--- config.mk ---
export PLATFORM = sky130hd
export DESIGN_NAME = bank_mapper_with_rtc
export DESIGN_NICKNAME = d
export VERILOG_FILES = /design/src/hdl/bmr_pkg.sv /design/src/hdl/bank_mapper_with_rtc.sv
export SDC_FILE = /design/constraint.sdc
export NUM_CORES = 1
export LEC_CHECK = 0
export BUFFER_PORTS_ARGS = -buffer_cell sky130_fd_sc_hd__buf_2
export CAP_MARGIN = 20
export CORE_MARGIN = 10
export CORE_UTILIZATION = 45
export DETAILED_ROUTE_END_ITERATION = 8
export PLACE_DENSITY = 0.67
export REMOVE_ABC_BUFFERS = 1
export SLEW_MARGIN = 20
export SYNTH_ARGS = -nofsm -noshare
export SYNTH_HDL_FRONTEND = slang
export SYNTH_SLANG_ARGS = --single-unit
--- constraint.sdc ---
create_clock -name clk -period 6.71 [get_ports clk]
set_clock_uncertainty 0.05 [all_clocks]
set_input_delay 0.3355 -clock clk [delete_from_list [all_inputs] [get_ports clk]]
set_output_delay 0.3355 -clock clk [all_outputs]
set_load 0.01 [all_outputs]
--- src/hdl/bmr_pkg.sv ---
`default_nettype none
// ----------------------------------------------------------------------------
// bmr_pkg
// Shared codes, constants and small helpers for the bank mapper with RTC.
// ----------------------------------------------------------------------------
package bmr_pkg;

	typedef enum logic [1:0] {
		CMD_READ  = 2'd0,
		CMD_WRITE = 2'd1,
		CMD_TICK  = 2'd2,
		CMD_NOP   = 2'd3
	} cmd_t;

	typedef enum logic [1:0] {
		KIND_NONE = 2'd0,
		KIND_ROM  = 2'd1,
		KIND_RAM  = 2'd2,
		KIND_RTC  = 2'd3
	} kind_t;

	// configuration register indexes
	localparam logic CFG_ROM_BANK_COUNT = 1'b0;
	localparam logic CFG_RAM_SIZE       = 1'b1;

	localparam logic [7:0]  ROM_BANK_COUNT_RST = 8'd128;
	localparam logic [15:0] RAM_SIZE_RST       = 16'd32768;

	localparam logic [3:0] RAM_EN_KEY   = 4'hA;
	localparam logic [7:0] RAM_SEL_LAST = 8'h03;
	localparam logic [7:0] RTC_SEL_FIRST = 8'h08;
	localparam logic [7:0] RTC_SEL_LAST  = 8'h0C;
	localparam logic [7:0] LATCH_ARM    = 8'h00;
	localparam logic [7:0] LATCH_FIRE   = 8'h01;
	localparam logic [7:0] OPEN_BUS     = 8'hFF;

	localparam int RTC_REGS  = 5;
	localparam int RTC_DH    = 4;   // day high byte
	localparam int HALT_BIT  = 6;
	localparam int CARRY_BIT = 7;

	localparam int SEC_PER_MIN = 60;
	localparam int HR_PER_DAY  = 24;

	typedef logic [RTC_REGS-1:0][7:0] rtc_regs_t;

	// quotient by 60 for t <= 259 (compare ladder)
	function automatic logic [2:0] div60(input logic [8:0] t);
		logic [2:0] q;
		q = '0;
		for (int i = 1; i <= 4; i++) begin
			if (t >= 9'(i * SEC_PER_MIN)) q = 3'(i);
		end
		return q;
	endfunction

	// quotient by 24 for t <= 259
	function automatic logic [3:0] div24(input logic [8:0] t);
		logic [3:0] q;
		q = '0;
		for (int i = 1; i <= 10; i++) begin
			if (t >= 9'(i * HR_PER_DAY)) q = 4'(i);
		end
		return q;
	endfunction

endpackage
`default_nettype wire

--- src/hdl/bank_mapper_with_rtc.sv ---
`default_nettype none
// ----------------------------------------------------------------------------
// bank_mapper_with_rtc
// Cartridge bank controller with a real-time clock: maps bus accesses, holds
// the bank and RTC select registers and advances the clock on ticks while it is not halted.
// ----------------------------------------------------------------------------
// Each accepted input word is held in the input register, then its result in the
// result register, which drives the result stream.
// Throughput: one word per cycle while the result stream is not stalled, set
// by the single combinational pass between the two registers.
// Reset (arst_n low, asynchronous): ROM bank 1, RAM disabled, RAM bank 0,
// no RTC register selected, latch armed, clock all zero, config at defaults.
module bank_mapper_with_rtc import bmr_pkg::*; #(
	parameter int ROM_BANK_BITS = 7,
	parameter int RAM_BANK_BITS = 2
) (
	input  wire logic        clk,
	input  wire logic        arst_n,
	// configuration
	input  wire logic        cfg_we,
	input  wire logic        cfg_index,
	input  wire logic [15:0] cfg_wdata,
	// input stream
	input  wire logic        s_axis_tvalid,
	output logic             s_axis_tready,
	input  wire logic [23:0] s_axis_tdata,   // address[15:0], data[23:16]
	input  wire logic [1:0]  s_axis_tuser,   // command[1:0]
	// result stream
	output logic             m_axis_tvalid,
	input  wire logic        m_axis_tready,
	output logic [31:0]      m_axis_tdata,   // memory_address[20:0], write_enable[21],
	                                         // read_data[29:22], zero[31:30]
	output logic [1:0]       m_axis_tuser    // result_kind[1:0]
);

	localparam int RB_W = (RAM_BANK_BITS > 0) ? RAM_BANK_BITS : 1;
	localparam logic [RB_W-1:0] RB_MASK = RB_W'((1 << RAM_BANK_BITS) - 1);

	// config and controller state
	logic [7:0]               rom_bank_count_q;
	logic [15:0]              ram_size_q;
	logic                     ram_enabled_q, ram_enabled_d;
	logic [ROM_BANK_BITS-1:0] rom_bank_q, rom_bank_d;
	logic [RB_W-1:0]          ram_bank_q, ram_bank_d;
	logic [3:0]               rtc_select_q, rtc_select_d;
	logic                     latch_prev_zero_q, latch_prev_zero_d;
	rtc_regs_t                clock_live_q, clock_live_d;
	rtc_regs_t                clock_latched_q, clock_latched_d;

	// input stage
	logic        valid_s1;
	cmd_t        cmd_s1;
	logic [15:0] addr_s1;
	logic [7:0]  data_s1;

	// result stage
	logic        valid_s2;
	kind_t       kind_s2, kind_d;
	logic [20:0] maddr_s2, maddr_d;
	logic        we_s2, we_d;
	logic [7:0]  rdata_s2, rdata_d;

	logic advance;
	assign advance       = !valid_s2 || m_axis_tready;
	assign s_axis_tready = !valid_s1 || advance;

	always_ff @(posedge clk or negedge arst_n) begin
		if (!arst_n) begin
			valid_s1 <= 1'b0;
		end else if (s_axis_tready) begin
			valid_s1 <= s_axis_tvalid;
		end
	end

	always_ff @(posedge clk) begin
		if (s_axis_tready && s_axis_tvalid) begin
			cmd_s1  <= cmd_t'(s_axis_tuser);
			addr_s1 <= s_axis_tdata[15:0];
			data_s1 <= s_axis_tdata[23:16];
		end
	end

	// clock tick datapath
	rtc_regs_t  tick_val;
	logic [8:0] t_sec, t_min, t_hr;
	logic [2:0] q_sec, q_min;
	logic [3:0] q_hr;
	logic [9:0] days;

	always_comb begin
		t_sec = 9'(clock_live_q[0]) + 9'd1;
		q_sec = div60(t_sec);
		t_min = 9'(clock_live_q[1]) + 9'(q_sec);
		q_min = div60(t_min);
		t_hr  = 9'(clock_live_q[2]) + 9'(q_min);
		q_hr  = div24(t_hr);
		days  = 10'({clock_live_q[RTC_DH][0], clock_live_q[3]}) + 10'(q_hr);

		tick_val    = clock_live_q;
		tick_val[0] = 8'(t_sec - 9'(q_sec) * 9'(SEC_PER_MIN));
		tick_val[1] = 8'(t_min - 9'(q_min) * 9'(SEC_PER_MIN));
		tick_val[2] = 8'(t_hr - 9'(q_hr) * 9'(HR_PER_DAY));
		tick_val[3] = days[7:0];
		tick_val[RTC_DH][0] = days[8];
		tick_val[RTC_DH][CARRY_BIT] = clock_live_q[RTC_DH][CARRY_BIT] | days[9];
	end

	// item processing
	logic [ROM_BANK_BITS-1:0] rom_sel;
	logic [6:0]               rom_bank_ext;
	logic [1:0]               ram_bank_ext;
	logic [14:0]              ram_off;
	logic                     rtc_sel_ok;
	logic [2:0]               rtc_idx;
	logic                     do_step;

	always_comb begin
		do_step = valid_s1 && advance;

		ram_enabled_d     = ram_enabled_q;
		rom_bank_d        = rom_bank_q;
		ram_bank_d        = ram_bank_q;
		rtc_select_d      = rtc_select_q;
		latch_prev_zero_d = latch_prev_zero_q;
		clock_live_d      = clock_live_q;
		clock_latched_d   = clock_latched_q;

		kind_d  = KIND_NONE;
		maddr_d = '0;
		we_d    = 1'b0;
		rdata_d = OPEN_BUS;

		rom_sel      = addr_s1[14] ? rom_bank_q : '0;
		rom_bank_ext = 7'(rom_sel);
		ram_bank_ext = 2'(ram_bank_q & RB_MASK);
		ram_off      = {ram_bank_ext, addr_s1[12:0]};
		rtc_sel_ok   = (8'(rtc_select_q) >= RTC_SEL_FIRST) &&
		               (8'(rtc_select_q) <= RTC_SEL_LAST);
		rtc_idx      = rtc_select_q[2:0];

		case (cmd_s1)
			CMD_TICK: begin
				if (!clock_live_q[RTC_DH][HALT_BIT]) clock_live_d = tick_val;
			end
			CMD_READ, CMD_WRITE: begin
				if (!addr_s1[15]) begin
					if (cmd_s1 == CMD_WRITE) begin
						case (addr_s1[14:13])
							2'd0: ram_enabled_d = (data_s1[3:0] == RAM_EN_KEY);
							2'd1: begin
								rom_bank_d = (data_s1[ROM_BANK_BITS-1:0] == '0) ?
								             ROM_BANK_BITS'(1) : data_s1[ROM_BANK_BITS-1:0];
							end
							2'd2: begin
								if (data_s1 <= RAM_SEL_LAST) begin
									ram_bank_d   = data_s1[RB_W-1:0] & RB_MASK;
									rtc_select_d = '0;
								end else if (data_s1 >= RTC_SEL_FIRST &&
								             data_s1 <= RTC_SEL_LAST) begin
									rtc_select_d = data_s1[3:0];
								end
							end
							default: begin
								if (data_s1 == LATCH_FIRE && latch_prev_zero_q)
									clock_latched_d = clock_live_q;
								latch_prev_zero_d = (data_s1 == LATCH_ARM);
							end
						endcase
					end else if ({1'b0, rom_bank_ext} < rom_bank_count_q) begin
						kind_d  = KIND_ROM;
						maddr_d = {rom_bank_ext, addr_s1[13:0]};
						rdata_d = '0;
					end
				end else if (addr_s1[15:13] == 3'b101 && ram_enabled_q) begin
					if (rtc_sel_ok) begin
						if (cmd_s1 == CMD_READ) begin
							kind_d  = KIND_RTC;
							rdata_d = clock_latched_q[rtc_idx];
						end else begin
							clock_live_d[rtc_idx] = data_s1;
						end
					end else if ({1'b0, ram_off} < ram_size_q) begin
						kind_d  = KIND_RAM;
						maddr_d = 21'(ram_off);
						we_d    = (cmd_s1 == CMD_WRITE);
						rdata_d = '0;
					end
				end
			end
			default: ;
		endcase
	end

	always_ff @(posedge clk or negedge arst_n) begin
		if (!arst_n) begin
			rom_bank_count_q  <= ROM_BANK_COUNT_RST;
			ram_size_q        <= RAM_SIZE_RST;
			ram_enabled_q     <= 1'b0;
			rom_bank_q        <= ROM_BANK_BITS'(1);
			ram_bank_q        <= '0;
			rtc_select_q      <= '0;
			latch_prev_zero_q <= 1'b1;
			clock_live_q      <= '0;
			clock_latched_q   <= '0;
		end else begin
			if (cfg_we) begin
				if (cfg_index == CFG_ROM_BANK_COUNT) rom_bank_count_q <= cfg_wdata[7:0];
				else                                 ram_size_q       <= cfg_wdata;
			end
			if (do_step) begin
				ram_enabled_q     <= ram_enabled_d;
				rom_bank_q        <= rom_bank_d;
				ram_bank_q        <= ram_bank_d;
				rtc_select_q      <= rtc_select_d;
				latch_prev_zero_q <= latch_prev_zero_d;
				clock_live_q      <= clock_live_d;
				clock_latched_q   <= clock_latched_d;
			end
		end
	end

	// result register
	always_ff @(posedge clk or negedge arst_n) begin
		if (!arst_n) begin
			valid_s2 <= 1'b0;
		end else if (advance) begin
			valid_s2 <= valid_s1;
		end
	end

	always_ff @(posedge clk) begin
		if (do_step) begin
			kind_s2  <= kind_d;
			maddr_s2 <= maddr_d;
			we_s2    <= we_d;
			rdata_s2 <= rdata_d;
		end
	end

	assign m_axis_tvalid = valid_s2;
	assign m_axis_tuser  = kind_s2;
	assign m_axis_tdata  = {2'b00, rdata_s2, we_s2, maddr_s2};

`ifndef SYNTHESIS
	a_we_only_ram: assert property (@(posedge clk) disable iff (!arst_n)
		(m_axis_tvalid && m_axis_tdata[21]) |-> (m_axis_tuser == KIND_RAM))
		else $error("write strobe on a non-RAM result");

	a_open_bus: assert property (@(posedge clk) disable iff (!arst_n)
		(m_axis_tvalid && m_axis_tuser == KIND_NONE) |->
		(m_axis_tdata[29:22] == OPEN_BUS && m_axis_tdata[20:0] == '0))
		else $error("open bus result not 0xFF at address 0");

	a_halt_holds: assert property (@(posedge clk) disable iff (!arst_n)
		(do_step && cmd_s1 == CMD_TICK && clock_live_q[RTC_DH][HALT_BIT]) |=>
		$stable(clock_live_q))
		else $error("halted clock advanced");

	a_rom_bank_nonzero: assert property (@(posedge clk) disable iff (!arst_n)
		do_step |=> (rom_bank_q != '0))
		else $error("ROM bank register holds zero");
`endif

endmodule
`default_nettype wire
==> reports/qor.yml <==
outcome: "finished clean"
cp_max_fo: 4
drc_errors: 0
synth_top_area_share_pct: 29.01
via_per_inst: 5.610
ir_drop_uv: 843.9
fill_cells: 1870
p_switching_w: 0.002802
vias: 7966
wl_per_cell_um: 18.22
numCtsBuffers: 17
synthCells: 966
drt-initial-drc-count: 732
placeableCoreArea_um2: 21960
yosysUniqueCellTypes: 83
min_period_over_period_pct: 99.44
die_area_um2: 28810
slew_viol_final: 0
cpMaxStageDelayCell: "dfrtp_1"
cts_num_sinks: 179
setup.worst_path.class: "reg -> reg"
drt_first_pass_iters: 6
die_y_um: 169.7
gp_congestion: 0.9098
wirelength_um: 25870
fmax_mhz: 149.9
synth-seq-cells: 179
synth_most_common_cell: "dfrtp_1"
root_buffer: "clkbuf_16"
overflow: 0
synth-seq-area-share_pct: 47.32
clockBufferDepth: 2
cp.arrival_ns: 6.93
crit_path_start_kind: "register"
final.min_clock_period_ns: 6.672
post-place-ws_ns: -0.2081
dpl_cell_area_um2: 11240
grt_pass1_vias: 7863
area_growth_pct: 22.28
dp_hpwl_um: 17630
grt_usage_pct: 18.04
switching_share_pct: 40.82
maxCapViolCount: 0
diodes: 0
relSlewSlack_pct: 35.08
avgSynthCellArea_um2: 10.45
hold_path_class: "in -> reg"
fin_ws_ns: 0.03773
critPathMaxStageDelay_ns: 0.37
antenna_left: 0
numPortBuffers: 81
pin_count: 84
worst_pin_slew_ns: 0.9738
internal_power_w: 0.004063
die_x_um: 169.7
fp-row-count: 54
clkPwrFrac_pct: 14.6
grt_max_degree: 76
rsz0062_at_grt: "yes"
synth_area_leaders: "dfrtp_1 (29%), edfxtp_1 (17%), ha_1 (6.4%)"
ys_async_sr_fraction_pct: 67.60
nets: 1236
powerDensity_nw_per_um2: 556.3
cts_tree: "yes"
start_util_pct: 45.95
antenna_found_initial: 0
pwr-share-seq_pct: 21.8
crit_path_frequent_cell: "inv_2"
setup_viol: 0
hold_viol_final: 0
synth_area_um2: 10090
synth-edff-count: 58
insertion_delay_ns: 0.43
drive_above_1_share_pct: 29.91
htreeDepth: 4
final_area_um2: 12340
netlist_top_cells_count: "dfrtp_1 (117), nand2_1 (87), o21ai_0 (74)"
combPwrFrac_pct: 63.7
required_ns: 6.97
ys.flop_type: "dfrtp_1"
cts.clk_slew.worst_paths_ns: 0.07
cp-end-kind: "register"
synth_warnings: 0
grt_pass1_wl_um: 41580
p_leak_nw: 5.640
yosysTopAreaCell: "dfrtp_1"
## critical path: cells and delay by family (launching register included)
kind / cells / cell delay [ns]
compound gates: 11 / 1.77
xor+xnor: 2 / 0.35
fa+ha+maj: 7 / 1.84
buf+inv: 7 / 0.50
flops: 1 / 0.37
simple gates: 15 / 1.68
## flip-flops by register name (all words and copies together), names as in the netlist
name               cells
clock_latched_q       40
clock_live_q          40
maddr_s2              21
addr_s1               16
ram_size_q            16
data_s1                8
rdata_s2               8
rom_bank_count_q       8
rom_bank_q             7
rtc_select_q           4
cmd_s1                 2
m_axis_tuser           2
ram_bank_ext           2
latch_prev_zero_q      1
m_axis_tvalid          1
ram_enabled_q          1
valid_s1               1
we_s2                  1
## final cells by class
cell class / count / area [um^2] / area share, %
timing repair buffer: 189 / 1236 / 10.02
sequential: 179 / 4775 / 38.69
clock buffer: 17 / 425.4 / 3.448
multi-input combinational: 675 / 5151 / 41.75
clock inverter: 15 / 157.7 / 1.278
tap: 280 / 350.3 / 2.839
inverter: 65 / 244.0 / 1.977
## power groups by stage
| stage | sequential, W | clock (W) | combinational [W] |
|---|---|---|---|
| after floorplan | 0.00145 | 0 | 0.00267 |
| after global placement | 0.00149 | 0 | 0.00373 |
| after detailed placement | 0.00149 | 0 | 0.00379 |
| after CTS | 0.00147 | 0.00101 | 0.00393 |
| after global routing | 0.00152 | 0.00106 | 0.00490 |
| final | 0.00149 | 0.00100 | 0.00437 |
## routing by layer
layer | GRT usage [%] | wire, um
met5 | 0 | 0
met4 | 4.617 | 387
met3 | 3.024 | 1387
met2 | 29.14 | 12250
met1 | 24.65 | 11840
## kinds of logic (layout without fill, tap and decap cells)
kind of cell    count (synthesis)  in the layout  synth area share [%]
compound gates                236            236                 15.49
xor+xnor                       40             40                 3.769
fa+ha+maj                      64             64                 8.531
buf+inv                       113            286                 4.501
flops                         179            179                 47.32
mux                            66             66                 7.402
other cells                     1              2               0.03716
simple gates                  267            267                 12.96
## worst paths after layout
path	cells after the start	slack, ns	end	from
max in group asynchronous	3	4.75	clock_live_q[16]	arst_n
setup / recovery	42	0.04	clock_live_q[30]	clock_live_q[2]
hold reg to reg	2	0.43	clock_latched_q[34]	clock_latched_q[34]
min in group asynchronous	2	0.42	ram_size_q[1]	arst_n
hold / removal	1	0.02	addr_s1[5]	s_axis_tdata[5]
setup reg to reg	42	0.04	clock_live_q[30]	clock_live_q[2]
## per-stage QoR
stage          total power, W  hold WS, ns  TNS (ns)  util [%]  instances
3_5_place_dp         0.005274       0.3509   -0.6983     51.20       1360
5_1_grt              0.007475     0.005050    -1.892     56.19       1420
4_1_cts              0.006417     0.006855         0     54.54       1402
2_1_floorplan        0.004114     -0.01009    -1.262         -        919
6_report             0.006864      0.02249         0     56.19       1420
3_3_place_gp         0.005212       0.3440  -0.06196     51.20       1360
## timing repair
item	4_1_cts	5_1_grt
setup buffers	9	18
setup endpoints to repair	8	13
endpoints found under the hold margin	45	0
hold buffers	1	0
pin swaps	14	35
gates cloned	0	0
gates resized for setup	17	62
## layout by cell type, fill, tap and decap left out, types with 5 or more instances in the layout
cell type  instances
inv_2              7
fa_2               5
nand2_1           82
o21a_1             5
nand3_1           21
o21ai_1           11
nand2_2            6
edfxtp_1          58
buf_2             80
xnor2_1           15
nor2_2             7
xnor2_2            8
a221o_1            5
nor2_4             5
mux2_1            26
buf_4            104
clkbuf_16         17
a21o_1            22
mux2_2            33
and3_1             9
dfrtp_1          117
xor2_1             8
nor2_1            65
xor2_2             7
ha_1              48
nand4_1            7
mux2i_1            6
nand2b_1           6
a21oi_1           37
and2_1            22
inv_1             58
o21ai_0           66
a32oi_1           16
a21oi_2            6
a31oi_1           19
o22ai_1            7
a22o_1             6
No activity file was read; power rests on OpenSTA's default activity.
